===== src/hdl/lge_row_cell.sv =====
// ----------------------------------------------------------------------------
// lge_row_cell
// One stage of the row ring: holds one grid row and takes its neighbor's row
// whenever the ring shifts.
// ----------------------------------------------------------------------------
module lge_row_cell #(
    parameter int MAX_COLS = 64
) (
    input  logic                i_clk,
    input  logic                i_rst_n,
    input  logic                i_shift,
    input  logic [MAX_COLS-1:0] i_d,
    output logic [MAX_COLS-1:0] o_q
);

    logic [MAX_COLS-1:0] r_row;

    always_ff @(posedge i_clk) begin
        if (!i_rst_n) begin
            r_row <= '0;
        end else if (i_shift) begin
            r_row <= i_d;
        end
    end

    assign o_q = r_row;

endmodule


===== config.mk =====
export PLATFORM = sky130hd
export DESIGN_NAME = lge_row_cell
export DESIGN_NICKNAME = d
export VERILOG_FILES = /design/src/hdl/lge_row_cell.sv
export SDC_FILE = /design/constraint.sdc
export NUM_CORES = 1
export LEC_CHECK = 0
export BUFFER_PORTS_ARGS = -buffer_cell sky130_fd_sc_hd__buf_2
export CAP_MARGIN = 10
export CORE_MARGIN = 10
export CORE_UTILIZATION = 31
export DETAILED_ROUTE_END_ITERATION = 6
export GPL_ROUTABILITY_DRIVEN = 0
export PLACE_DENSITY = 0.64
export SLEW_MARGIN = 0
export SYNTH_ARGS = -nofsm -noshare
export SYNTH_HDL_FRONTEND = slang
export SYNTH_SLANG_ARGS = --single-unit

===== constraint.sdc =====
create_clock -name i_clk -period 0.9 [get_ports i_clk]
set_clock_uncertainty 0.05 [all_clocks]
set_input_delay 0.18 -clock i_clk [delete_from_list [all_inputs] [get_ports i_clk]]
set_output_delay 0.18 -clock i_clk [all_outputs]
set_load 0.01 [all_outputs]

==> impl_results.md <==
- Net Count, Synth: 273
- Worst setup SP type: flip-flop
- Post-DP HPWL: 4.50 mm
- Routed wire length: 6.48 mm
- Highest clock frequency the design can meet: 0.988 GHz
- End of the worst hold path: o_q[50]$_SDFFE_PN0P_
- Path class of the lowest-slack min-delay path: in2reg
- Diodes inserted: 0
- Global-route wire length before repair: 10.3 mm
- Period minus WS final: 1.01 ns
- Critical-path maximum fanout: 2
- Number of levels in the clock H-tree: 3
- Worst Setup Path Type: reg2out
- Vias in the first global route: 2075
- Required @ worst endpoint: 0.67 ns
- Chain of cells forming the critical path: buf_6
- Post-CTS Hold Fix Bufs: 0
- DRC errors left: 0
- Number of instances in the placed design: around 430
- Cell taking the most area after synthesis: sky130_fd_sc_hd__dfxtp_1
- DR WL/cell: roughly 15 um
- RSZ-0062 raised after global routing: true
- Dominant synthesized flop cell: sky130_fd_sc_hd__dfxtp_1
- Peak VDD IR: 1.07 mV
- R2R Path End: o_q[40]$_SDFFE_PN0P_
- Initial standard-cell utilization of the core: a little under a third
- Crit share post-route: 112%
- Power per Cell Area: 1690 mW/mm^2
- Number of pins with negative max-slew slack in the final report: 0
- P&R area growth vs syn: 57.2%
- Placed standard-cell area: ~0.0032 sq mm
- Final Hold Violating Endpoints: 0
- Type of element capturing the critical path: output port
- Finish-stage setup viols: 64
- Synthesized-area fraction occupied by xor and xnor cells: 0%
- Sequential fraction of the synthesis area: a little over half
- Standby leakage power: 0.00183 uW
- Number of standard cells after synthesis: 206
- Tightest hold margin: ~0.05 ns
- Layout cell share with drive strength beyond 1: around 62%
- Transition time of the tightest slew-check pin: 0.239 ns
- Placeable Area: around 0.0077 sq mm
- Total number of nets in the final design: 407
- Post-synthesis share of cell area spent on and, or, nand and nor gates: approximately 16%
- Die boundary width: 109 um
- Total iterations of the first detailed-routing run: 3
- GR Util All Layers: 11.0%
- CTS tree: built
- Post-Synth Adder-Cell Area: 0%
- Number of warning messages in the yosys log: 0
- Fraction of post-synthesis cell area in the top cell type by area: a little over half
- Max Buffers Root-to-Sink: 2
- Routed Antenna Nets: 0
- Combinational family with the most area after synthesis: multiplexers
- Largest stage delay on the critical path: ~0.34 ns
- Die Area: 0.0119 sq mm
- Number of unique standard cell types used by synthesis: 7
- Hold path startpoint: i_d[50]
- Number of max-cap violations: 0
- Register-to-register setup slack: 0.13 ns
- CTS Buf Count: 9
- Share of synthesized area spent on multiplexers: 26.1%
- Compound-gate portion of the synthesized area: 0%
- Antenna violations before repair: 0
- Outcome: complete, but fails checks
- Overall die height: 109 um
- Async set or reset register ratio after synthesis: 0%
- Port bufs: between 100 and 150
- Pin count of the biggest net entering global routing: 65
- Syn avg cell area: ~12 sq um
- Number of flops mapped to enable cells by yosys: 0
- Commonest cells in the netlist: sky130_fd_sc_hd__dfxtp_1 (64), sky130_fd_sc_hd__mux2i_1 (64), sky130_fd_sc_hd__nor2b_1 (64), sky130_fd_sc_hd__buf_8 (6), sky130_fd_sc_hd__clkbuf_1 (6)
- Post-layout instance count excluding filler cells: around 450
- Worst Hold Depth: 3
- Clk Latency, worst-skew pair: 0.33 ns
- Worst Path Arrival: 0.78 ns
- Clock tree sinks: 64
- Number of placed I/O pins: roughly 130
- Relative max-transition margin: between 80 and 90%
- Clock slew at reported path FFs: 0.07 ns
- #FFs+latches synth: 64
- Worst setup slack after layout: -0.112 ns
- Via density per instance: 4.22
- Violated checks: negative setup slack
- Top cells by area in the synthesized netlist: sky130_fd_sc_hd__dfxtp_1 (52%), sky130_fd_sc_hd__mux2i_1 (26%), sky130_fd_sc_hd__nor2b_1 (16%)
- Design area: 0.00385 sq mm
- Number of buffers and inverters on the critical path: 1
- Via count: between 1500 and 2000
- Max FFs per register: 64
- Number of cells on the worst reg-to-reg path: 3
- Gr ovfl total: 0
- Cell with the biggest individual delay on the critical path: sky130_fd_sc_hd__dfxtp_2
- Synthesized cell area: 0.00245 sq mm
- # rows: 32
- Family with the most delay on the worst path: flip-flops
- Clock root buffer: sky130_fd_sc_hd__clkbuf_8
- Drt initial violations: 38
- Worst r2r src: o_q[40]$_SDFFE_PN0P_
[repair_timing]
item	in CTS	in global routing
buffers inserted	3	1
pin swaps	0	0
resized for setup	128	0
endpoints found under the setup margin	64	64
[final cells by class]
cell class,count,area [sq um]
Clock buffer,12,135
Clock inverter,4,45.0
Fill cell,721,3870
Multi-Input combinational cell,128,1040
Sequential cell,64,1360
Tap cell,102,128
Timing Repair Buffer,137,1140
[stage by stage]
step	power [uW]	setup slack [ns]	utilization, %	setup TNS, ns
after floorplan	3630	0.0209	-	0
after global placement	3980	-0.0947	40.9	-4.77
after detailed placement	4000	-0.117	40.9	-5.82
after CTS	6640	-0.131	49.8	-7.80
after global routing	6880	-0.164	49.9	-9.21
final	6520	-0.112	49.9	-6.36
[routing by layer]
layer | global-route usage, % | vias to the layer above | share of wire (%)
met5 | 0 | - | 0
met4 | 4.52 | 0 | 1.1
met3 | 5.60 | 6 | 11
met2 | 18.0 | 77 | 49
met1 | 12.0 | 859 | 39
li1 | - | 944 | -
[cell families after synthesis]
family | after synthesis
buffers and inverters | 14
DFF | 64
muxes | 64
and+or+nand+nor | 64
[worst max path at each step]
stage / start / end / depth (start not counted)
4_1_cts: o_q[56]$_SDFFE_PN0P_ / o_q[56] / 1
3_3_place_gp: i_shift / o_q[21]$_SDFFE_PN0P_ / 4
3_5_place_dp: i_shift / o_q[10]$_SDFFE_PN0P_ / 4
6_report: o_q[20]$_SDFFE_PN0P_ / o_q[20] / 1
2_1_floorplan: i_shift / o_q[10]$_SDFFE_PN0P_ / 4
5_1_grt: o_q[20]$_SDFFE_PN0P_ / o_q[20] / 1
[placed cells by master (no fill, tap or decap)]
master                      netlist  routed
sky130_fd_sc_hd__buf_2            0      65
sky130_fd_sc_hd__mux2i_1         64      64
sky130_fd_sc_hd__nor2b_1         64      64
sky130_fd_sc_hd__dfxtp_2          0      64
sky130_fd_sc_hd__buf_6            1      64
sky130_fd_sc_hd__clkbuf_8         0       9
sky130_fd_sc_hd__buf_4            0       5
sky130_fd_sc_hd__clkbuf_1         6       3
sky130_fd_sc_hd__clkinv_2         0       3
sky130_fd_sc_hd__buf_12           0       3
sky130_fd_sc_hd__bufinv_16        0       1
[worst reg2reg max path, cell delays in order, from the launching register on]
cell and delay (ns):
sky130_fd_sc_hd__dfxtp_2 0.32, sky130_fd_sc_hd__buf_4 0.12, sky130_fd_sc_hd__mux2i_1 0.11, sky130_fd_sc_hd__nor2b_1 0.06
[report_power, final]
| group | internal [uW] | total (uW) | switching [uW] |
|---|---|---|---|
| logic | 641 | 1040 | 398 |
| registers | 3040 | 3150 | 116 |
| clock network | 1270 | 2330 | 1060 |
| total | 4950 | 6520 | 1570 |
(Power assumes the default switching activity.)
