[src/hdl/lge_rule.sv]
// ----------------------------------------------------------------------------
// lge_rule
// Computes the next value of one whole row under rule B3/S23 from the rows
// above, at and below it. Columns past the grid in use keep their value.
// ----------------------------------------------------------------------------
module lge_rule #(
    parameter int MAX_COLS = 64
) (
    input  logic [MAX_COLS-1:0]         i_prv,
    input  logic [MAX_COLS-1:0]         i_cur,
    input  logic [MAX_COLS-1:0]         i_nxt,
    input  logic [$clog2(MAX_COLS)-1:0] i_nc_m1,
    input  logic                        i_wrap,
    output logic [MAX_COLS-1:0]         o_new
);

    localparam int CIW = $clog2(MAX_COLS);

    logic [2:0] w_lft;
    logic [2:0] w_rgt;

    // Bits that the first and last column in use see past the edge.
    assign w_lft = i_wrap ? {i_nxt[i_nc_m1], i_cur[i_nc_m1], i_prv[i_nc_m1]} : 3'b000;
    assign w_rgt = i_wrap ? {i_nxt[0], i_cur[0], i_prv[0]} : 3'b000;

    for (genvar c = 0; c < MAX_COLS; c++) begin : g_col
        logic [2:0] l;
        logic [2:0] r;
        logic [3:0] n;
        logic       in_use;
        logic       last;

        assign last   = (CIW'(c) == i_nc_m1);
        assign in_use = (CIW'(c) <= i_nc_m1);

        if (c == 0) begin : g_l0
            assign l = w_lft;
        end else begin : g_ln
            assign l = {i_nxt[c-1], i_cur[c-1], i_prv[c-1]};
        end

        if (c == MAX_COLS - 1) begin : g_rl
            assign r = w_rgt;
        end else begin : g_rn
            assign r = last ? w_rgt : {i_nxt[c+1], i_cur[c+1], i_prv[c+1]};
        end

        assign n = 4'(l[0]) + 4'(l[1]) + 4'(l[2]) + 4'(r[0]) + 4'(r[1]) + 4'(r[2])
                 + 4'(i_prv[c]) + 4'(i_nxt[c]);

        assign o_new[c] = in_use ? ((n == 4'd3) || ((n == 4'd2) && i_cur[c])) : i_cur[c];
    end

endmodule

[config.mk]
export PLATFORM = sky130hd
export DESIGN_NAME = lge_rule
export DESIGN_NICKNAME = d
export VERILOG_FILES = /design/src/hdl/lge_rule.sv
export SDC_FILE = /design/constraint.sdc
export NUM_CORES = 1
export LEC_CHECK = 0
export ABC_AREA = 1
export BUFFER_PORTS_ARGS = -buffer_cell sky130_fd_sc_hd__buf_4
export CELL_PAD_IN_SITES_DETAIL_PLACEMENT = 0
export CELL_PAD_IN_SITES_GLOBAL_PLACEMENT = 2
export CORE_ASPECT_RATIO = 1.75
export CORE_MARGIN = 2
export CORE_UTILIZATION = 33
export DETAILED_ROUTE_END_ITERATION = 8
export MAX_ROUTING_LAYER = met4
export PLACE_DENSITY_LB_ADDON = 0.1
export SYNTH_ARGS = -nofsm -noshare
export SYNTH_HDL_FRONTEND = slang
export SYNTH_SLANG_ARGS = --single-unit
export TNS_END_PERCENT = 100
[constraint.sdc]
create_clock -name vclk -period 8.4
set_clock_uncertainty 0.1 [all_clocks]
set_input_delay 2.1 -clock vclk [all_inputs]
set_output_delay 2.1 -clock vclk [all_outputs]
set_load 0.01 [all_outputs]
==> results.py <==
metrics = {
    "detailed_routing": {
        "dr.pass1.iters": 7,
        "num_vias": 16300,
        "totalWireLength_mm": 64.8,
        "final_antenna_net_count": 0,
        "drt_iter0_drc": 812,
        "post_drt_wl_per_cell_um": 20.6,
        "drc": 14,
        "routed_via_density": 5.16,
    },
    "floorplanning": {
        "io_pins": 263,
        "start_util_pct": 33.4,
        "die_area_mm2": 0.0485,
        "die_h_um": 290,
        "core_mm2": 0.0461,
        "rows": 104,
        "die_w_um": 167,
    },
    "sta": {
        "hold_viol": 0,
        "fin_ws_ns": 0.168,
        "tightest_slew_ns": 0.586,
        "period_needed_ns": 8.23,
        "timing.hold.ws_ns": 4.44,
        "setup_tns_ns": 0,
        "max_freq_mhz": 121,
        "max_slew_margin_pct": 60.9,
        "finalSetupViolCount": 0,
        "finalCritPeriodShare_pct": 98.0,
        "rsz0062_at_grt": "yes",
        "slew_viol_final": 0,
    },
    "power_and_ir_drop": {
        "leakagePower_uw": 0.00978,
        "switching_share_pct": 56.4,
        "power.density_mw_per_mm2": 102,
        "pwr-share-seq_pct": 0,
        "p_int_uw": 831,
        "p_switching_uw": 1080,
        "p_comb_share_pct": 100.0,
        "ir_drop_mv": 0.0633,
        "p_clk_share_pct": 0,
    },
    "worst_setup_path": {
        "cp-end-kind": "output pin",
        "slowest_delay_ns": 0.54,
        "path_class": "input pin to output pin",
        "crit_buf_inv": 7,
        "crit_arrival_ns": 6.03,
        "crit_required_ns": 6.20,
        "path_cells": "buf_4 -> inv_1 -> nand2_1 -> clkinvlp_4 -> nand2_1 -> nand2_1 -> inv_1 -> nand2_1 -> nand2_1 -> nand2_1 -> nor2_2 -> nor2_1 -> fa_1 -> inv_1 -> fa_1 -> fa_1 -> inv_1 -> ha_2 -> fa_2 -> nand2_1 -> a211oi_1 -> o221a_2 -> buf_4",
        "cp_top_family": "adder cells",
        "cpMostUsedCell": "nand2_1",
        "startpoint_type": "input pin",
        "worst_path_max_delay_cell": "fa_1",
        "cp_max_fo": 10,
    },
    "placement": {
        "dp_slack_ns": -0.118,
        "dp_hpwl_mm": 55.7,
        "placedInstanceArea_mm2": 0.0185,
        "numPortBuffers": 263,
        "gp_congestion": 0.922,
    },
    "global_routing": {
        "grt_overflow_total": 0,
        "track_usage_pct": 27.4,
        "grt_start_max_net_pins": 45,
        "grt_pass1_wl_mm": 99.2,
        "antenna_found_initial": 2,
        "grt_pass1_vias": 17300,
    },
    "final_layout": {
        "final_common_cell": "nand2_1",
        "finalInstanceArea_mm2": 0.0186,
        "final_cell_mix": "694 x nand2_1, 346 x inv_1, 336 x buf_4, 255 x fa_1, 219 x o21ai_0",
        "fin_util_pct": 40.4,
        "regArea_um2": 0,
        "design.seq.count": 0,
        "clockBufferCount": 0,
        "area_growth_pct": 20.8,
        "drive_above_1_share_pct": 14.7,
        "fin_nets": 3216,
    },
    "worst_hold_path": {
        "holdPathStages": 4,
        "min_to": "o_new[42]",
        "hold_start": "i_cur[42]",
        "hold_class": "input pin to output pin",
    },
    "logic_synthesis": {
        "ys_types": 37,
        "syn_area_mm2": 0.0154,
        "yosysWarnings": 0,
        "syn_inst": 2280,
        "syn_area_per_cell_um2": 6.76,
        "yosysTopAreaCellShare_pct": 33.3,
        "synth.area.top_cells": "fa_1 33%, nand2_1 17%, ha_1 16%",
        "synth_nets": 2927,
        "seq_area_frac_synth_pct": 0,
        "synth_area_leader_cell": "fa_1",
    },
    "outcome": {
        "violations": "design-rule violations",
        "status": "finished, violations left",
    },
    "run": {
        "drv_cap": 0,
    },
}
==> per-layer routing <==
layer	vias up	track usage (%)	wire length, um
met5	-	-	0
met4	0	11.2	3180
met3	122	1.70	2650
met2	484	51.5	35000
met1	7796	29.7	23900
li1	7849	-	-
==> layout make-up <==
| cell class | instances | area (um^2) |
|---|---|---|
| Antenna cell | 2 | 5.00 |
| Fill cell | 5069 | 27500 |
| Inverter | 355 | 1340 |
| Multi-Input combinational cell | 1868 | 13900 |
| Tap cell | 583 | 729 |
| Timing Repair Buffer | 344 | 2670 |
==> power by group through the flow <==
stage	clock network (uW)	logic, uW	registers (uW)
floorplan	0	1230	0
global placement	0	1840	0
detailed placement	0	1920	0
CTS	0	1930	0
global route	0.0000319	2220	0
finish	0.0000320	1910	0
==> per-stage QoR <==
| step | power (uW) | instances |
|---|---|---|
| after global placement | 1840 | 3147 |
| after detailed placement | 1920 | 3147 |
| after floorplan | 1230 | 2280 |
| after CTS | 1930 | 3147 |
| final | 1910 | 3152 |
| after global routing | 2220 | 3152 |
==> synthesized netlist by cell type (2+ instances only) <==
cell type  number
nor2_4          3
o2111ai_1       6
nand3_2         2
o31ai_1         3
inv_2           3
fa_1          256
a31oi_1        12
o211ai_1       43
a211o_1         7
o21ai_0       223
inv_1         351
a211oi_1        4
nand2_2         2
nor3_1          3
nor2_2          4
o21ai_1         2
nand2_1       696
buf_4           5
a21oi_1       139
nor2_1        176
buf_2          23
clkbuf_1       28
nand3_1        82
ha_1          192
a21o_1          3
==> repair_timing <==
item                                   in CTS  in global routing
resized for setup                           2                 19
endpoints found under the hold margin       0                  0
setup buffers                               0                  3
hold buffers                                0                  0
setup endpoints to repair                   1                 14
pin swaps                                   0                  3
==> logic make-up after synthesis <==
logic type,Yosys count,synth area share [%]
AND/OR/NAND/NOR,970,24.7
AO/OA/AOI/OAI,450,16.1
adder cells (fa/ha/maj),448,48.9
buffers and inverters,412,10.4
==> how the worst max path moves through the flow <==
stage / from / cells after the start / to
after detailed placement: i_nc_m1[1] / 23 / o_new[0]
after CTS: i_nc_m1[0] / 23 / o_new[0]
after global placement: i_nc_m1[1] / 23 / o_new[0]
final: i_nc_m1[2] / 23 / o_new[0]
after floorplan: i_nc_m1[3] / 23 / o_new[0]
after global routing: i_nc_m1[2] / 21 / o_new[43]
Note: power is estimated with default switching activity, not from simulation.
